===== src/rtl/oale_pkg.sv =====
// Shared constants for the ordered array list engine: list size, field widths,
// operation and status codes. No dependencies.
`timescale 1ns / 1ps
`default_nettype none

package oale_pkg;

  localparam int unsigned LIST_DEPTH = 64;
  localparam int unsigned ADDR_W     = $clog2(LIST_DEPTH);
  localparam int unsigned CNT_W      = $clog2(LIST_DEPTH + 1);

  localparam int unsigned OP_W   = 3;
  localparam int unsigned POS_W  = 6;
  localparam int unsigned VAL_W  = 32;
  localparam int unsigned STS_W  = 2;
  localparam int unsigned OCNT_W = 7;

  localparam int unsigned IN_BITS  = OP_W + POS_W + VAL_W;
  localparam int unsigned OUT_BITS = STS_W + OCNT_W + VAL_W;
  localparam int unsigned IN_TW    = ((IN_BITS + 7) / 8) * 8;
  localparam int unsigned OUT_TW   = ((OUT_BITS + 7) / 8) * 8;

  localparam logic [OP_W-1:0] OP_INS_SHIFT = 3'd0;
  localparam logic [OP_W-1:0] OP_DEL_SHIFT = 3'd1;
  localparam logic [OP_W-1:0] OP_INS_SWAP  = 3'd2;
  localparam logic [OP_W-1:0] OP_DEL_SWAP  = 3'd3;
  localparam logic [OP_W-1:0] OP_READ      = 3'd4;

  localparam logic [STS_W-1:0] STS_OK    = 2'd0;
  localparam logic [STS_W-1:0] STS_FULL  = 2'd1;
  localparam logic [STS_W-1:0] STS_RANGE = 2'd2;

endpackage

`default_nettype wire


===== src/rtl/ordered_array_list_engine_unit.sv =====
// Ordered array list engine: packed list in a synchronous RAM with a copy sequencer
// that moves elements one per cycle. Depends on oale_pkg.
// Each item passes through a copy phase and a final step before its result registers; the
// copy phase reads count - pos entries for insert shift, count - pos - 1 for delete shift,
// 1 for other accepted swaps and reads, and none for appends, tail delete shifts, unused
// codes and rejected items. One item is in work at a time; the next transfer is accepted
// once the result registers are loaded. Reset clears the count and control; RAM is not cleared.
`timescale 1ns / 1ps
`default_nettype none

module ordered_array_list_engine_unit
  import oale_pkg::*;
(
  input  wire                 clk_i,
  input  wire                 rst_ni,
  input  wire                 s_axis_tvalid_i,
  output logic                s_axis_tready_o,
  // [2:0] operation, [8:3] position, [40:9] new_value
  input  wire  [IN_TW-1:0]    s_axis_tdata_i,
  output logic                m_axis_tvalid_o,
  input  wire                 m_axis_tready_i,
  // [1:0] status, [8:2] element_count, [40:9] read_value
  output logic [OUT_TW-1:0]   m_axis_tdata_o
);

  localparam logic [1:0] ST_IDLE  = 2'd0;
  localparam logic [1:0] ST_COPY  = 2'd1;
  localparam logic [1:0] ST_FINAL = 2'd2;

  logic [1:0]        state_q, state_d;
  logic [OP_W-1:0]   op_q, op_d;
  logic [ADDR_W-1:0] pos_q, pos_d;
  logic [VAL_W-1:0]  val_q, val_d;
  logic [STS_W-1:0]  sts_q, sts_d;
  logic [CNT_W-1:0]  cnt_q, cnt_d;
  logic [ADDR_W-1:0] src_q, src_d;
  logic [ADDR_W-1:0] dst_q, dst_d;
  logic [CNT_W-1:0]  left_q, left_d;
  logic              up_q, up_d;
  logic              pend_q, pend_d;
  logic [ADDR_W-1:0] pend_dst_q, pend_dst_d;
  logic [VAL_W-1:0]  rdv_q, rdv_d;

  logic              ovalid_q, ovalid_d;
  logic [STS_W-1:0]  osts_q, osts_d;
  logic [OCNT_W-1:0] ocnt_q, ocnt_d;
  logic [VAL_W-1:0]  oval_q, oval_d;

  logic [VAL_W-1:0]  list_mem [LIST_DEPTH];
  logic [VAL_W-1:0]  mem_rdata_q;
  logic              mem_we, mem_re;
  logic [ADDR_W-1:0] mem_waddr, mem_raddr;
  logic [VAL_W-1:0]  mem_wdata;

  logic [OP_W-1:0]   in_op;
  logic [POS_W-1:0]  in_pos;
  logic [VAL_W-1:0]  in_val;
  logic [CNT_W-1:0]  pos_ext;
  logic [STS_W-1:0]  in_sts;
  logic              in_xfer;
  logic              fin_done;
  logic              op_ok;

  assign in_op   = s_axis_tdata_i[OP_W-1:0];
  assign in_pos  = s_axis_tdata_i[OP_W+POS_W-1:OP_W];
  assign in_val  = s_axis_tdata_i[IN_BITS-1:OP_W+POS_W];
  assign pos_ext = CNT_W'(in_pos);

  assign s_axis_tready_o = (state_q == ST_IDLE);
  assign in_xfer         = s_axis_tvalid_i && s_axis_tready_o;
  assign fin_done        = (state_q == ST_FINAL) && (!ovalid_q || m_axis_tready_i);
  assign op_ok           = (sts_q == STS_OK);

  // Bounds checks on the incoming item; full is checked before range on inserts.
  always_comb begin
    in_sts = STS_OK;
    case (in_op)
      OP_INS_SHIFT, OP_INS_SWAP: begin
        if (cnt_q == CNT_W'(LIST_DEPTH)) begin
          in_sts = STS_FULL;
        end else if (pos_ext > cnt_q) begin
          in_sts = STS_RANGE;
        end
      end
      OP_DEL_SHIFT, OP_DEL_SWAP, OP_READ: begin
        if (pos_ext >= cnt_q) begin
          in_sts = STS_RANGE;
        end
      end
      default: in_sts = STS_OK;
    endcase
  end

  always_comb begin
    state_d    = state_q;
    op_d       = op_q;
    pos_d      = pos_q;
    val_d      = val_q;
    sts_d      = sts_q;
    cnt_d      = cnt_q;
    src_d      = src_q;
    dst_d      = dst_q;
    left_d     = left_q;
    up_d       = up_q;
    pend_d     = pend_q;
    pend_dst_d = pend_dst_q;
    rdv_d      = rdv_q;
    ovalid_d   = ovalid_q && !m_axis_tready_i;
    osts_d     = osts_q;
    ocnt_d     = ocnt_q;
    oval_d     = oval_q;
    mem_we     = 1'b0;
    mem_waddr  = pend_dst_q;
    mem_wdata  = mem_rdata_q;
    mem_re     = 1'b0;
    mem_raddr  = src_q;

    case (state_q)
      ST_IDLE: begin
        if (in_xfer) begin
          op_d    = in_op;
          pos_d   = ADDR_W'(in_pos);
          val_d   = in_val;
          sts_d   = in_sts;
          pend_d  = 1'b0;
          up_d    = 1'b0;
          src_d   = ADDR_W'(in_pos);
          dst_d   = ADDR_W'(in_pos);
          left_d  = '0;
          state_d = ST_COPY;
          if (in_sts == STS_OK) begin
            case (in_op)
              OP_INS_SHIFT: begin
                src_d  = cnt_q[ADDR_W-1:0] - ADDR_W'(1);
                dst_d  = cnt_q[ADDR_W-1:0];
                left_d = cnt_q - pos_ext;
              end
              OP_DEL_SHIFT: begin
                up_d   = 1'b1;
                src_d  = ADDR_W'(in_pos) + ADDR_W'(1);
                left_d = cnt_q - pos_ext - CNT_W'(1);
              end
              OP_INS_SWAP: begin
                dst_d  = cnt_q[ADDR_W-1:0];
                left_d = (pos_ext != cnt_q) ? CNT_W'(1) : '0;
              end
              OP_DEL_SWAP: begin
                src_d  = cnt_q[ADDR_W-1:0] - ADDR_W'(1);
                left_d = CNT_W'(1);
              end
              OP_READ: begin
                left_d = CNT_W'(1);
              end
              default: left_d = '0;
            endcase
          end
        end
      end

      ST_COPY: begin
        // Write back the element read last cycle, or hold it for a read result.
        if (pend_q) begin
          if (op_q == OP_READ) begin
            rdv_d = mem_rdata_q;
          end else begin
            mem_we = 1'b1;
          end
        end
        if (left_q != '0) begin
          mem_re     = 1'b1;
          pend_d     = 1'b1;
          pend_dst_d = dst_q;
          left_d     = left_q - CNT_W'(1);
          src_d      = up_q ? src_q + ADDR_W'(1) : src_q - ADDR_W'(1);
          dst_d      = up_q ? dst_q + ADDR_W'(1) : dst_q - ADDR_W'(1);
        end else begin
          pend_d = 1'b0;
          if (!pend_q) begin
            state_d = ST_FINAL;
          end
        end
      end

      ST_FINAL: begin
        if (fin_done) begin
          if (op_ok) begin
            case (op_q)
              OP_INS_SHIFT, OP_INS_SWAP: begin
                mem_we    = 1'b1;
                mem_waddr = pos_q;
                mem_wdata = val_q;
                cnt_d     = cnt_q + CNT_W'(1);
              end
              OP_DEL_SHIFT, OP_DEL_SWAP: begin
                cnt_d = cnt_q - CNT_W'(1);
              end
              default: cnt_d = cnt_q;
            endcase
          end
          ovalid_d = 1'b1;
          osts_d   = sts_q;
          ocnt_d   = OCNT_W'(cnt_d);
          oval_d   = (op_ok && op_q == OP_READ) ? rdv_q : '0;
          state_d  = ST_IDLE;
        end
      end

      default: state_d = ST_IDLE;
    endcase
  end

  always_ff @(posedge clk_i or negedge rst_ni) begin
    if (!rst_ni) begin
      state_q  <= ST_IDLE;
      cnt_q    <= '0;
      left_q   <= '0;
      pend_q   <= 1'b0;
      ovalid_q <= 1'b0;
    end else begin
      state_q  <= state_d;
      cnt_q    <= cnt_d;
      left_q   <= left_d;
      pend_q   <= pend_d;
      ovalid_q <= ovalid_d;
    end
  end

  always_ff @(posedge clk_i) begin
    op_q       <= op_d;
    pos_q      <= pos_d;
    val_q      <= val_d;
    sts_q      <= sts_d;
    src_q      <= src_d;
    dst_q      <= dst_d;
    up_q       <= up_d;
    pend_dst_q <= pend_dst_d;
    rdv_q      <= rdv_d;
    osts_q     <= osts_d;
    ocnt_q     <= ocnt_d;
    oval_q     <= oval_d;
  end

  always_ff @(posedge clk_i) begin
    if (mem_we) begin
      list_mem[mem_waddr] <= mem_wdata;
    end
    if (mem_re) begin
      mem_rdata_q <= list_mem[mem_raddr];
    end
  end

  assign m_axis_tvalid_o = ovalid_q;
  assign m_axis_tdata_o  = {(OUT_TW - OUT_BITS)'(0), oval_q, ocnt_q, osts_q};

  cnt_bound_a : assert property (@(posedge clk_i) disable iff (!rst_ni)
    cnt_q <= CNT_W'(LIST_DEPTH))
    else $error("list count above depth");

  rw_clash_a : assert property (@(posedge clk_i) disable iff (!rst_ni)
    (mem_we && mem_re) |-> (mem_waddr != mem_raddr))
    else $error("RAM read and write hit the same entry");

  left_idle_a : assert property (@(posedge clk_i) disable iff (!rst_ni)
    (state_q != ST_COPY) |-> (left_q == '0 && !pend_q))
    else $error("copy work pending outside copy phase");

  out_src_a : assert property (@(posedge clk_i) disable iff (!rst_ni)
    $rose(ovalid_q) |-> $past(state_q == ST_FINAL))
    else $error("result raised outside final step");

  cnt_step_a : assert property (@(posedge clk_i) disable iff (!rst_ni)
    (state_q != ST_FINAL) |=> $stable(cnt_q))
    else $error("count changed outside final step");

endmodule

`default_nettype wire

===== config.mk =====
export PLATFORM = sky130hd
export DESIGN_NAME = ordered_array_list_engine_unit
export DESIGN_NICKNAME = d
export VERILOG_FILES = /design/src/rtl/oale_pkg.sv /design/src/rtl/ordered_array_list_engine_unit.sv
export SDC_FILE = /design/constraint.sdc
export NUM_CORES = 2
export LEC_CHECK = 0
export ABC_AREA = 1
export BUFFER_PORTS_ARGS = -buffer_cell sky130_fd_sc_hd__clkbuf_2
export CELL_PAD_IN_SITES_DETAIL_PLACEMENT = 1
export CELL_PAD_IN_SITES_GLOBAL_PLACEMENT = 2
export CORE_ASPECT_RATIO = 1.25
export CORE_MARGIN = 2
export CORE_UTILIZATION = 48
export DETAILED_ROUTE_END_ITERATION = 8
export PLACE_DENSITY = 0.81
export SYNTH_ARGS = -nofsm -noshare
export SYNTH_HDL_FRONTEND = slang
export SYNTH_SLANG_ARGS = --single-unit

===== constraint.sdc =====
create_clock -name clk_i -period 9.1 [get_ports clk_i]
set_clock_uncertainty 0.15 [all_clocks]
set_input_delay 0.91 -clock clk_i [delete_from_list [all_inputs] [get_ports clk_i]]
set_output_delay 0.91 -clock clk_i [all_outputs]
set_load 0.01 [all_outputs]

==> flow_results.org <==
** Placement
- Final RePlAce weighted congestion :: 0.812
- Summed over all nets, the half-perimeter wirelength after detailed placement is 145 mm.
- Number of I/O port buffers :: 87
- Total cell area at the placement stage :: 92400 µm²

** Setup path
- Category of the worst setup path capture point :: flip-flop
- Type of origin of the critical path :: flip-flop
- For flop-to-flop paths, the worst setup slack is 4.47 ns.
- Capture instance of the worst register-to-register path :: list_mem[34][5]
- Data arrival at the endpoint of the critical path :: 4.98 ns
- The critical path is of the flip-flop to flip-flop type.
- Path depth of the worst reg2reg path :: 11
- Critical Path RT :: 9.45 ns
- Launch instance of the worst register-to-register path :: state_q[0]
- Along the worst path, the maximum fanout reaches 45.

** Timing
- Unrepaired setup endpoints after global routing :: false
- Headroom to the max-slew limit :: 13.7%
- Setup TNS :: 0 ns
- Worst Hold Slack :: 0.0785 ns
- Hold violation total from the final report :: 0
- FMAX :: 216 MHz
- Setup violations remaining at the end of the flow were counted as 0.
- Subtracting the final worst setup slack from the clock period gives 4.63 ns.
- Max Slew Vio Count :: 0
- Transition time at the pin with the least slew margin :: 1.29 ns
- The final critical path takes up 50.9% of the cycle.

** Status
- The flow ran to the end, and the final reports show no timing, DRC or antenna violations.

** Clock tree
- No sink is reached through more buffers than the 3 on the longest clock path.
- After clock tree synthesis, the clock-pin slew on the worst setup and hold paths is 0.06 ns.
- Deepest level of the CTS H-tree :: 4
- The tree is rooted in a clkbuf_16.
- Setup bufs post-CTS :: 0
- TritonCTS built the clock tree.
- Clk_lat worst skew :: 0.86 ns
- Number of sinks handled by clock tree synthesis :: 2233
- The number of clock buffers added by TritonCTS is 210.

** Power and ir drop
- Dividing total power by cell area gives a power density of 354 nW/µm².
- For this design the static power due to leakage is 32.7 nW.
- Total power for the finished layout comes to 0.0351 W.
- The worst-case IR drop observed on VDD is 0.351 mV.

** Global route
- The total overflow left after global routing is 0.
- The number of global-route vias before repair was 60.5k.
- Entering global routing, the biggest net connects 215 pins.
- Global-route wire length before repair :: 399 mm
- Global routing used 28.8% of the available tracks across all layers.
- Initial antenna violation count :: 15

** Final layout
- Register cell area after layout :: 67000 µm²
- From synthesis to final layout, the design area changed by 11.2%.
- Area of all placed cells without fillers :: 99200 µm²
- Nets@finish :: 7010
- Share of post-route cells with drive strength above 1 :: 9.56%
- Area of combinational cells with multiple inputs :: 20200 µm²
- Fill cells in the final layout number 18.0k.
- Once layout is complete, the utilization of the core stands at 53.8%.

** Drt
- The count of nets left with antenna violations once routing finished came out at 0.
- The detailed router finished its first iteration with 5973 violations.
- In the routed design, unresolved DRC markers number 0.
- For this block, the routed nets add up to 274 mm of wire.
- Dividing the detail-routed via count by the number of cells gives 6.12.
- After detailed routing, the average wire length per cell comes to 28.8 µm.
- First-pass iteration count of the detailed router :: 5
- Summing over every cut layer, the via total after detailed routing is 58.2k.

** Logic synthesis
- Register area share after synthesis :: 75.1%
- Total number of yosys warnings :: 0
- A synthesized cell averages 12.8 µm².
- In this run the cell area of the synthesized design comes to 89200 µm².
- Counting flops and latches in the post-synthesis netlist gives 2233.
- Among all flip-flop cells after synthesis, the most frequent one is edfxtp_1.
- The netlist uses 48 different library cells.
- Synthesized netlist cell count :: 6943
- Count of flip-flops with a built-in enable after synthesis :: 2215
- For this run, asynchronously set or reset flops after synthesis account for 0.806%.

** Worst hold path
- Startpoint of the most critical hold path :: s_axis_tdata_i[12]
- The worst hold path belongs to the class input pin to flip-flop.
- Hold Crit Endpoint :: val_q[3]
- Counting instances, the worst hold path has a depth of 1.

** Die
- The initialized floorplan defines 176 standard-cell rows.
- The total area inside the core boundary comes to 184000 µm².
- From left edge to right edge, the die measures 390 µm.
- Starting utilization of the core area :: 48.4%
- The die covers 189000 µm².
- Measured along the y axis, the die boundary spans 486 µm.
- During I/O placement, the number of pins put on the boundary was 102.

** Run
- Across the run, the number of max-cap violations was 0.
## cells in the mapped netlist (13+ instances only)
master / n / area (µm²)
a21oi_1: 65 / 325
and2_1: 18 / 113
buf_1: 31 / 116
buf_2: 97 / 485
buf_4: 17 / 128
clkbuf_1: 314 / 1180
dfrtp_1: 18 / 450
edfxtp_1: 2215 / 66500
ha_1: 28 / 350
inv_1: 134 / 503
mux2_2: 33 / 372
nand2_1: 703 / 2640
nand3_1: 433 / 2170
nor2_1: 1129 / 4240
o211ai_1: 13 / 97.6
o21ai_0: 1088 / 5450
o21ai_1: 19 / 95.1
o22ai_1: 491 / 3070
## area by class of cell
type                       instances  share of cell area [%]
tap                             2403                    3.03
clock inverter                   124                    1.12
inverter                         148                   0.592
multi-input combinational       4102                    20.3
sequential                      2233                    67.5
timing repair buffer             231                    1.74
clock buffer                     256                    5.61
antenna                            8                  0.0202
## state kept, by name, summed over array words and instances, names as in the netlist
register,cells
up_q,1
oval_q,32
rdv_q,32
ocnt_q,7
list_mem,2048
mem_rdata_q,32
cnt_q,7
state_q,2
osts_q,2
op_q,3
left_q,7
mem_raddr,6
pos_q,6
sts_q,2
val_q,32
pend_dst_q,6
pend_q,1
m_axis_tvalid_o,1
dst_q,6
## worst max-delay path, stage by stage, from the launching register on
cell and delay, ns:
dfrtp_1 0.39, inv_1 0.09, ha_1 0.20, nand2_1 0.25, nor2_8 0.24, nand2_4 0.38, o21ai_2 0.58, inv_2 0.12
nor2_2 0.32, nand2_2 0.34, nor2_4 0.68, buf_4 0.46
## what timing repair did
action	in CTS	in global routing
hold buffers	1	0
hold endpoints to repair	18	0
resized for setup	0	0
endpoints found under the setup margin	0	0
## worst max-delay path by stage
stage / cells after the start / from / slack [ns] / end
6_report: 11 / state_q[0] / 4.47 / list_mem[34][5]
2_1_floorplan: 12 / m_axis_tready_i / 5.09 / list_mem[33][0]
3_3_place_gp: 12 / m_axis_tready_i / 4.09 / list_mem[34][15]
5_1_grt: 11 / state_q[0] / 4.28 / list_mem[34][22]
3_5_place_dp: 12 / m_axis_tready_i / 4.03 / list_mem[34][16]
4_1_cts: 11 / state_q[0] / 4.41 / list_mem[34][5]
## cell usage in the layout, fill, tap and decap left out, types with 87 or more instances in the layout
cell type  instances
buf_4            125
clkbuf_16        215
clkbuf_2          87
edfxtp_1        2215
inv_1            128
nand2_1          703
nand3_1          433
nor2_1          1065
o21ai_0         1088
o22ai_1          491
## through the flow
step	setup WS, ns	std cells
after floorplan	5.09	6949
after global placement	4.09	9115
after detailed placement	4.03	9115
after CTS	4.41	9496
after global routing	4.28	9503
final	4.47	9505
## where the power goes
part           switching, W  internal (W)
sequential         0.000147        0.0133
combinational        0.0101       0.00287
clock               0.00379       0.00488
total                0.0141        0.0210
## per-layer routing
layer  GRT usage [%]  wire length [µm]  vias to the layer above
met5               0                13                        -
met4            13.9             14200                        2
met3            3.39             15200                      549
met2            49.6            138000                     1922
met1            36.2            107000                    30300
li1                -                 -                    25400
## logic make-up after synthesis
family | after synthesis | synth area share, %
other cells | 1 | 0.00421
xor+xnor | 12 | 0.118
compound gates | 1688 | 10.3
mux | 33 | 0.417
fa+ha+maj | 32 | 0.483
buf+inv | 614 | 2.85
simple gates | 2330 | 10.8
flops | 2233 | 75.1
No activity file was read; power rests on OpenSTA's default activity.
